**config.mk**
```make
export PLATFORM = sky130hd
export DESIGN_NAME = cli_ctrl
export DESIGN_NICKNAME = d
export VERILOG_FILES = /design/src/cli_pkg.sv /design/src/cli_ctrl.sv
export SDC_FILE = /design/constraint.sdc
export NUM_CORES = 1
export LEC_CHECK = 0
export ABC_AREA = 1
export BUFFER_PORTS_ARGS = -buffer_cell sky130_fd_sc_hd__buf_2
export CAP_MARGIN = 30
export CELL_PAD_IN_SITES_DETAIL_PLACEMENT = 1
export CELL_PAD_IN_SITES_GLOBAL_PLACEMENT = 1
export CORE_UTILIZATION = 27
export DETAILED_ROUTE_END_ITERATION = 12
export PLACE_DENSITY = 0.82
export REMOVE_ABC_BUFFERS = 1
export SYNTH_ARGS = -nofsm -noshare
export SYNTH_HDL_FRONTEND = slang
export SYNTH_SLANG_ARGS = --single-unit
```
**constraint.sdc**
```tcl
create_clock -name clk -period 1.4 [get_ports clk]
set_clock_uncertainty 0.05 [all_clocks]
set_input_delay 0.07 -clock clk [delete_from_list [all_inputs] [get_ports clk]]
set_output_delay 0.07 -clock clk [all_outputs]
set_load 0.005 [all_outputs]
```
**src/cli_pkg.sv**
```systemverilog
// Shared types, field widths and result codes of the conflict list interning core.
`default_nettype none
package cli_pkg;

    localparam int PRI_W  = 16;
    localparam int ACT_W  = 16;
    localparam int IDX_W  = 12;
    localparam int STAT_W = 3;

    localparam logic [STAT_W-1:0] ST_FOUND = 3'd0;
    localparam logic [STAT_W-1:0] ST_NEW   = 3'd1;
    localparam logic [STAT_W-1:0] ST_FULL  = 3'd2;
    localparam logic [STAT_W-1:0] ST_REMAP = 3'd3;
    localparam logic [STAT_W-1:0] ST_SHORT = 3'd4;

    localparam logic REQ_MAP   = 1'b0;
    localparam logic REQ_REMAP = 1'b1;

    typedef struct packed {
        logic              load_en;
        logic              head_latch;
        logic              elem_latch;
        logic              next_elem;
        logic              j_clr;
        logic              j_inc;
        logic              wr_step;
        logic              commit;
        logic              remap_step;
        logic              res_set;
        logic [STAT_W-1:0] res_code;
        logic              out_load;
    } cli_cmd_t;

    typedef struct packed {
        logic list_done;
        logic is_remap;
        logic too_short;
        logic k_end;
        logic j_end;
        logic p_oob;
        logic cmp_eq;
        logic full;
        logic out_free;
    } cli_stat_t;

endpackage
`default_nettype wire

```
**src/cli_ctrl.sv**
```systemverilog
// Sequencer of the interning core: list dispatch, chain walk, append, remap and result handoff.
`default_nettype none
module cli_ctrl (
    input  wire logic                clk,
    input  wire logic                rst_n,
    input  wire cli_pkg::cli_stat_t  st,
    output cli_pkg::cli_cmd_t        cmd
);

    typedef enum logic [3:0] {
        S_IDLE,
        S_DISPATCH,
        S_HEAD,
        S_ELEM,
        S_ELEMD,
        S_CADDR,
        S_CDATA,
        S_FULLCHK,
        S_WRITE,
        S_REMAP,
        S_DONE
    } state_t;

    state_t state_reg;
    state_t state_next;

    always_comb
    begin
        cmd        = '0;
        state_next = state_reg;
        case (state_reg)
            S_IDLE:
            begin
                cmd.load_en = 1'b1;
                if (st.list_done)
                begin
                    state_next = S_DISPATCH;
                end
            end
            S_DISPATCH:
            begin
                if (st.is_remap)
                begin
                    cmd.j_clr  = 1'b1;
                    state_next = S_REMAP;
                end
                else if (st.too_short)
                begin
                    cmd.res_set  = 1'b1;
                    cmd.res_code = cli_pkg::ST_SHORT;
                    state_next   = S_DONE;
                end
                else
                begin
                    state_next = S_HEAD;
                end
            end
            S_HEAD:
            begin
                cmd.head_latch = 1'b1;
                state_next     = S_ELEM;
            end
            S_ELEM:
            begin
                state_next = st.k_end ? S_FULLCHK : S_ELEMD;
            end
            S_ELEMD:
            begin
                cmd.elem_latch = 1'b1;
                cmd.j_clr      = 1'b1;
                state_next     = S_CADDR;
            end
            S_CADDR:
            begin
                if (st.p_oob)
                begin
                    if (st.j_end)
                    begin
                        cmd.res_set  = 1'b1;
                        cmd.res_code = cli_pkg::ST_FOUND;
                        state_next   = S_DONE;
                    end
                    else
                    begin
                        cmd.next_elem = 1'b1;
                        state_next    = S_ELEM;
                    end
                end
                else
                begin
                    state_next = S_CDATA;
                end
            end
            S_CDATA:
            begin
                if (st.cmp_eq && st.j_end)
                begin
                    cmd.res_set  = 1'b1;
                    cmd.res_code = cli_pkg::ST_FOUND;
                    state_next   = S_DONE;
                end
                else if (st.cmp_eq)
                begin
                    cmd.j_inc  = 1'b1;
                    state_next = S_CADDR;
                end
                else
                begin
                    cmd.next_elem = 1'b1;
                    state_next    = S_ELEM;
                end
            end
            S_FULLCHK:
            begin
                if (st.full)
                begin
                    cmd.res_set  = 1'b1;
                    cmd.res_code = cli_pkg::ST_FULL;
                    state_next   = S_DONE;
                end
                else
                begin
                    cmd.j_clr  = 1'b1;
                    state_next = S_WRITE;
                end
            end
            S_WRITE:
            begin
                cmd.wr_step = 1'b1;
                if (st.j_end)
                begin
                    cmd.commit   = 1'b1;
                    cmd.res_set  = 1'b1;
                    cmd.res_code = cli_pkg::ST_NEW;
                    state_next   = S_DONE;
                end
                else
                begin
                    cmd.j_inc = 1'b1;
                end
            end
            S_REMAP:
            begin
                if (st.j_end)
                begin
                    cmd.res_set  = 1'b1;
                    cmd.res_code = cli_pkg::ST_REMAP;
                    state_next   = S_DONE;
                end
                else
                begin
                    cmd.remap_step = 1'b1;
                    cmd.j_inc      = 1'b1;
                end
            end
            S_DONE:
            begin
                if (st.out_free)
                begin
                    cmd.out_load = 1'b1;
                    state_next   = S_IDLE;
                end
            end
            default:
            begin
                state_next = S_IDLE;
            end
        endcase
    end

    always_ff @(posedge clk or negedge rst_n)
    begin
        if (!rst_n)
        begin
            state_reg <= S_IDLE;
        end
        else
        begin
            state_reg <= state_next;
        end
    end

endmodule
`default_nettype wire

```
* Yosys cells after proc, flatten, opt, wreduce, memory -nomap -nowiden
Index checks and enable logic that the tools add are counted.
** Word-level totals
- Word-level logic and storage cells :: 58
- Register bits after elaboration :: 4
- Input bits :: 11
- Output and inout bits :: 14
** Operators by class
- Mux-type cells :: 40
- Equality and inequality tests :: 13
- Reductions and logical operators :: 4
** Operators with widths (number)
- 2-to-1 mux 4 bit :: 16
- case mux 4 bit (10 select lines) :: 1
- case mux 4 bit (6 select lines) :: 1
- == test 4 x 3 -> 1 bit, second input constant :: 4
- 2-to-1 mux 1 bit :: 15
- == test 4 bit, second input constant :: 3
- == test 4 x 2 -> 1 bit, second input constant :: 2
- 2-to-1 mux 2 bit :: 3
- == test 4 x 1 -> 1 bit, second input constant :: 1
- logical NOT 4 bit :: 1
- inequality test 2 bit, second input constant :: 2
- case mux 1 bit (2 select lines) :: 2
- 2-to-1 mux 3 bit :: 1
- case mux 1 bit (3 select lines) :: 1
- AND reduction 3 bit :: 1
- inequality test 2 x 1 -> 1 bit, second input constant :: 1
- OR reduction 2 bit :: 1
- logical AND 1 bit :: 1

* Depth between registers and ports, before layout
Gate-level depths: netlist (run 1).
- Word-level depth :: 4
- Gate-level depth with buffers :: 9
- Gate-level depth less buffers :: 9

* Worst setup path before layout (run 1)
No wires, ideal clock.
- Path type :: register to register
- From :: reg state_reg[3]
- To :: reg state_reg[1]
- Clock period less this slack :: 1.199 ns
- Slack :: 0.201 ns
- Cell stages (with the launch flop) :: 7
- Library setup time :: 0.118 ns
- Arrival :: 1.030 ns
- Buffers on the path :: 0
- Data required time :: 1.232 ns
- Cells stage by stage :: dfrtp_1 nor2_1 nand2_1 nor2_1 nor2_2 nand2_1 nand2_1
** Between the ends
- Longest elaborated chain between the ends :: 4
- Elaborated cells between the ends (all ways) :: 17
- Classes of those cells :: 13 x eq/ne; 1 x mux; 3 x reduce/logical
** Ends and longest elaborated chain
- start, declared :: RTL line cli_ctrl.sv:24 : state_t state_reg;
- start signal, assigned :: RTL line cli_ctrl.sv:179 : state_reg <= state_next;
- == test 4 bit :: RTL line cli_ctrl.sv:31 : case (state_reg)
- OR reduction 2 bit (no line)
- inequality test 2 x 1 -> 1 bit (no line)
- AND reduction 3 bit (no line)
Several ways; a longest one is shown, not always the timed one.
A chain may end at the register's enable or synchronous reset.

==> flow_summary_export.csv, run 1 <==
group,metric,value,unit
status,status,"finished, violations left",
status,violations,"setup timing",
synthesis,synthCells,101,
die,pin_count,25,
synthesis,ys_seq_elements,4,
layout,nFillCells,261,
power,vdd_drop_max,0.00130,V
detailed_routing,avgRoutedWirePerCell,14.0,microns
die,row_count,15,
synthesis,syn_area_per_cell,5.23,sq um
layout,drive_gt1_share,52.5,%
synthesis,synthSimpleGateAreaFrac,57.8,%
sta,finalHoldViolCount,0,
power,power.leakage,0.000551,uW
detailed_routing,drt_wl_total,2290,microns
sta,fmax,0.684,GHz
layout,area_growth,72.3,%
layout,final_common_cell,"buf_2",
layout,largest_reg_flops,4,
placed_design,post-place-cells,152,
clocking,clk_pin_slew,0.04,ns
sta,final.setup.tns,-0.426,ns
detailed_routing,route.detailed.drc,0,
sta,setup_viol,12,
detailed_routing,via_count,792,
die,core-area,1780,sq um
detailed_routing,first_pass_iters,4,
synthesis,synth-xor-area-share,0,%
global_routing,grt_overflow_total,0,
worst_hold_path,holdPathStages,2,
synthesis,synthAdderAreaFrac,0,%
detailed_routing,drtIter0Drc,23,
sta,holdWs,0.0544,ns
synthesis,synth_top_family_by_area,"simple AND/OR/NAND/NOR gates",
clocking,clock_sinks,4,
global_routing,antenna_found_initial,0,
die,die_h,46.2,microns
sta,setup_ws,-0.0629,ns
placed_design,pre_cts_ws,-0.0409,ns
synthesis,yosysSeqAreaShare,19.0,%
setup_path,endpoint_kind,"primary output",
synthesis,synthMuxAreaShare,0,%
clocking,cts_buffers,3,
clocking,root_buffer,"clkbuf_4",
layout,fin_nets,152,
global_routing,grt_pass1_wl,3390,microns
clocking,cts_tree,"done",
clocking,clkLatencyLatePin,0.25,ns
power,power.density,2070,nW/um^2
sta,maxSlewHeadroom,85.7,%
global_routing,gr-usage-all-layers,23.3,%
layout,antennaDiodeCount,0,
die,die_area,2140,sq um
setup_path,rr_worst_depth,8,
sta,finalMaxSlewViolations,0,
global_routing,grt_max_degree,8,
sta,rsz0062_at_grt,"yes",
layout,finalNonFillerCells,164,
synthesis,yosys.cell_types.count,18,
setup_path,critPathMaxFanout,5,
sta,timing.final.crit_share,104,%
synthesis,synth_compound_area_share,5.45,%
flow_run,cap_violations,0,
clocking,clk_path_buf_depth,2,
placed_design,dp_hpwl,1630,microns
detailed_routing,ant_nets,0,
die,initial_utilization,29.6,%
setup_path,cp.arrival,1.34,ns
layout,mostFrequentLayoutCells,"24 x buf_2, 23 x nand2_1, 17 x inv_1, 11 x nor2_1, 10 x buf_4",
setup_path,start_kind,"flip-flop",
worst_hold_path,hp-class,"in2reg",
setup_path,required,1.28,ns
setup_path,path_class,"reg2out",
synthesis,synth_warnings,0,
die,die_w,46.2,microns
power,totalPowerFinal,1880,uW
global_routing,grt_pass1_vias,726,
sta,tightest_slew,0.213,ns
synthesis,syn_area,528,sq um
clocking,htree_levels,1,
sta,period_minus_slack,1.46,ns
detailed_routing,routed_via_density,4.83,
placed_design,io_buffers,24,
placed_design,place_congestion,0.857,
[path summary, 6_finish.rpt]
kind / start / endpoint / slack [ns]
setup / recovery: state_reg[3] / cmd[10] / -0.06
hold / removal: st[3] / state_reg[2] / 0.05
setup reg to reg: state_reg[1] / state_reg[1] / -0.05
hold reg to reg: state_reg[3] / state_reg[1] / 0.68
max in group asynchronous: rst_n / state_reg[3] / 1.06
min in group asynchronous: rst_n / state_reg[1] / 0.10
[routing by layer]
metal / share of wire, % / global-route usage, %
met1: 46 / 29.5
met2: 49 / 39.4
met3: 3.6 / 1.18
met4: 1.9 / 12.4
met5: 0 / 0
[Yosys cell counts]
cell type	count	share of area [%]
dfrtp_1	4	19
nor2_2	4	4.7
nand2_2	1	1.2
nand4_1	4	4.7
nand2_1	32	23
inv_2	2	1.4
nor2_1	16	11
nand3b_1	1	1.4
buf_4	1	1.4
o311ai_0	1	1.7
o21ai_0	1	0.95
nand3_1	7	6.6
nor4_1	1	1.2
inv_1	21	15
nand3_2	1	1.9
nor3_1	2	1.9
o31ai_1	1	1.4
o211ai_1	1	1.4
[per-stage QoR]
step	util, %	instance area, sq um
after CTS	47.9	855
after detailed placement	38.9	694
after floorplan	-	520
after global placement	38.9	694
final	51.0	910
after global routing	51.0	910
[repair_timing]
action,CTS,global route
hold buffers,1,0
endpoints found under the setup margin,14,15
gates resized for setup,28,13
hold endpoints to repair,4,0
buffers inserted,6,2
pin swaps,2,4
[cell families after synthesis]
group                  Yosys count
AO/OA/AOI/OAI                    4
flip-flops                       4
AND/OR/NAND/NOR                 69
buffers and inverters           24
[worst max-delay path, stage by stage (launching register included)]
cell and delay, ns:
dfrtp_2 0.47, inv_2 0.13, nand2_4 0.10, nor2_4 0.11, nand2_2 0.07, o31ai_1 0.06
buf_2 0.15
[cell type report]
cell class              instances  area, sq um  share of cell area (%)
inverters                      23         91.3                    10.0
well taps                      25         31.3                    3.44
flip-flops and latches          4          105                    11.6
clock buffers                   3         22.5                    2.48
multi-input cells              73          443                    48.7
repair buffers                 36          216                    23.8
[power breakdown]
group | switching (uW) | internal [uW]
Combinational | 822 | 570
Sequential | 142 | 186
Clock | 62.8 | 96.9
(Power assumes the default switching activity.)
==> inputs of run 2 (changes only) <==
CAP_MARGIN = 20   (was 30)
CTS_CLUSTER_SIZE = 10   (was default)
clock period = 1.65 ns   (was 1.4 ns; I/O delays follow)
==> run 2 against run 1 <==
The flow now finishes without violations. Sequential power shrank 22%. Design area shrank 21%. Clock power shrank 22%. Critical endpoint is now cmd[4]. Largest cell class unchanged. Largest power group unchanged. Highest routed layer unchanged.
==> flow_summary_export.csv, run 2 (synthesized netlist as in run 1, its figures left out) <==
group,metric,value,unit
clocking,htree_levels,1,
power,p_sw_share,56.1,%
die,core-area,1780,sq um
sta,holdWs,0.0643,ns
clocking,clkLatencyLatePin,0.24,ns
setup_path,rr_worst_depth,9,
power,comb_power_share,66.8,%
layout,antennaDiodeCount,0,
sta,setup_viol,0,
power,p_sw,646,uW
power,p_seq_share,22.3,%
global_routing,grt_pass1_wl,2900,microns
clocking,clk_pin_slew,0.04,ns
detailed_routing,avgRoutedWirePerCell,12.4,microns
sta,period_minus_slack,1.57,ns
power,power.density,1600,nW/um^2
detailed_routing,via_count,733,
sta,finalHoldViolCount,0,
layout,largest_reg_flops,4,
setup_path,endpoint_kind,"primary output",
layout,fin_nets,141,
die,initial_utilization,29.6,%
clocking,root_buffer,"clkbuf_4",
layout,area_growth,36.5,%
power,pwr-share-clk,10.9,%
sta,maxSlewHeadroom,82.1,%
layout,final_core_util,40.4,%
global_routing,grt_max_degree,9,
layout,final_common_cell,"nand2_1",
detailed_routing,ant_nets,0,
worst_hold_path,worstHoldStart,"st[3]",
power,vdd_drop_max,0.000830,V
die,row_count,15,
global_routing,use_met3,1.57,%
global_routing,antenna_found_initial,0,
layout,drive_gt1_share,33.6,%
global_routing,gr-usage-all-layers,19.2,%
detailed_routing,drt_wl_total,1900,microns
setup_path,timing.rr.end,"state_reg[0]",
detailed_routing,first_pass_iters,4,
placed_design,dp_hpwl,1590,microns
global_routing,grt_overflow_total,0,
setup_path,required,1.52,ns
status,status,"complete, no violations",
clocking,cts_buffers,3,
flow_run,cap_violations,0,
global_routing,busiest_layer,"met2",
worst_hold_path,holdPathStages,2,
setup_path,start_kind,"flip-flop",
sta,timing.final.crit_share,94.9,%
die,die_area,2140,sq um
detailed_routing,route.detailed.drc,0,
detailed_routing,drtIter0Drc,19,
layout,multiInputGateArea,347,sq um
power,totalPowerFinal,1150,uW
layout,nFillCells,277,
setup_path,r2r_setup_slack,0.32,ns
sta,fmax,0.638,GHz
setup_path,critPathMaxFanout,5,
setup_path,timing.rr.start,"state_reg[3]",
clocking,cts_tree,"done",
global_routing,grt_pass1_vias,710,
detailed_routing,routed_via_density,4.79,
layout,ff_latch_area,104,sq um
worst_hold_path,hp-class,"in2reg",
setup_path,cp.arrival,1.43,ns
worst_hold_path,holdPathEnd,"state_reg[2]",
clocking,clock_sinks,4,
power,power.leakage,0.000474,uW
sta,tightest_slew,0.265,ns
placed_design,place_congestion,0.868,
global_routing,use_met2,33.0,%
global_routing,grtUsageMet1,24.5,%
placed_design,io_buffers,24,
clocking,clk_path_buf_depth,2,
layout,mostFrequentLayoutCells,"31 x nand2_1, 24 x buf_2, 19 x inv_1, 14 x nor2_1, 7 x nand3_1",
sta,finalMaxSlewViolations,0,
power,internal_power,505,uW
die,die_h,46.2,microns
die,die_w,46.2,microns
setup_path,path_class,"reg2out",
die,pin_count,25,
[run 2: cell types whose count changed in the layout (fill, tap and decap cells not counted), sizes merged]
| cell | change |
|---|---|
| buf | -11 |
[run 2: power groups by stage]
| stage | clock network, uW | registers, uW | logic (uW) |
|---|---|---|---|
| global route | 137 | 261 | 868 |
| detailed placement | 0 | 227 | 745 |
| global placement | 0 | 219 | 726 |
| CTS | 128 | 228 | 757 |
| floorplan | 0 | 208 | 501 |
| finish | 125 | 257 | 770 |
[run 2: area by class of cell]
| cell class | count | area share [%] |
|---|---|---|
| Multi-Input combinational cell | 73 | 48.1 |
| Timing Repair Buffer | 25 | 18.1 |
| Sequential cell | 4 | 14.4 |
| Inverter | 23 | 12.0 |
| Tap cell | 25 | 4.34 |
| Clock buffer | 3 | 3.13 |
[run 2: through the flow]
stage / setup TNS [ns] / cells / setup slack (ns) / area, sq um
after floorplan: 0 / 100 / 0.451 / 520
after detailed placement: 0 / 149 / 0.234 / 672
after CTS: 0 / 153 / 0.0254 / 704
after global placement: 0 / 149 / 0.270 / 672
final: 0 / 153 / 0.0838 / 721
after global routing: -0.00326 / 153 / -0.00326 / 721
[run 2: worst max path at each step]
stage	slack (ns)	start	cells past startpoint	to
2_1_floorplan	0.45	state_reg[3]	6	state_reg[1]
3_3_place_gp	0.27	state_reg[3]	6	state_reg[3]
3_5_place_dp	0.23	state_reg[3]	6	state_reg[1]
4_1_cts	0.03	state_reg[2]	7	cmd[2]
5_1_grt	-0.003	state_reg[3]	6	cmd[8]
6_report	0.08	state_reg[3]	6	cmd[4]
[run 2: worst max-delay path, cell delays in order (launching register included)]
cell and delay [ns]:
dfrtp_2 0.45, inv_1 0.12, nand2_2 0.11, nor2_1 0.18, nand2_1 0.09, nand4_1 0.11, buf_2 0.13
[run 2: routing by layer]
layer,wire [microns],share of wire [%]
met2,936,49
met5,0,0
met4,13,0.69
met3,79,4.2
met1,866,46
[run 2: what timing repair did]
item / CTS / global route
hold endpoints to repair: 4 / 0
resized for setup: 0 / 9
setup endpoints to repair: 0 / 6
setup buffers: 0 / 0
hold buffers: 1 / 0
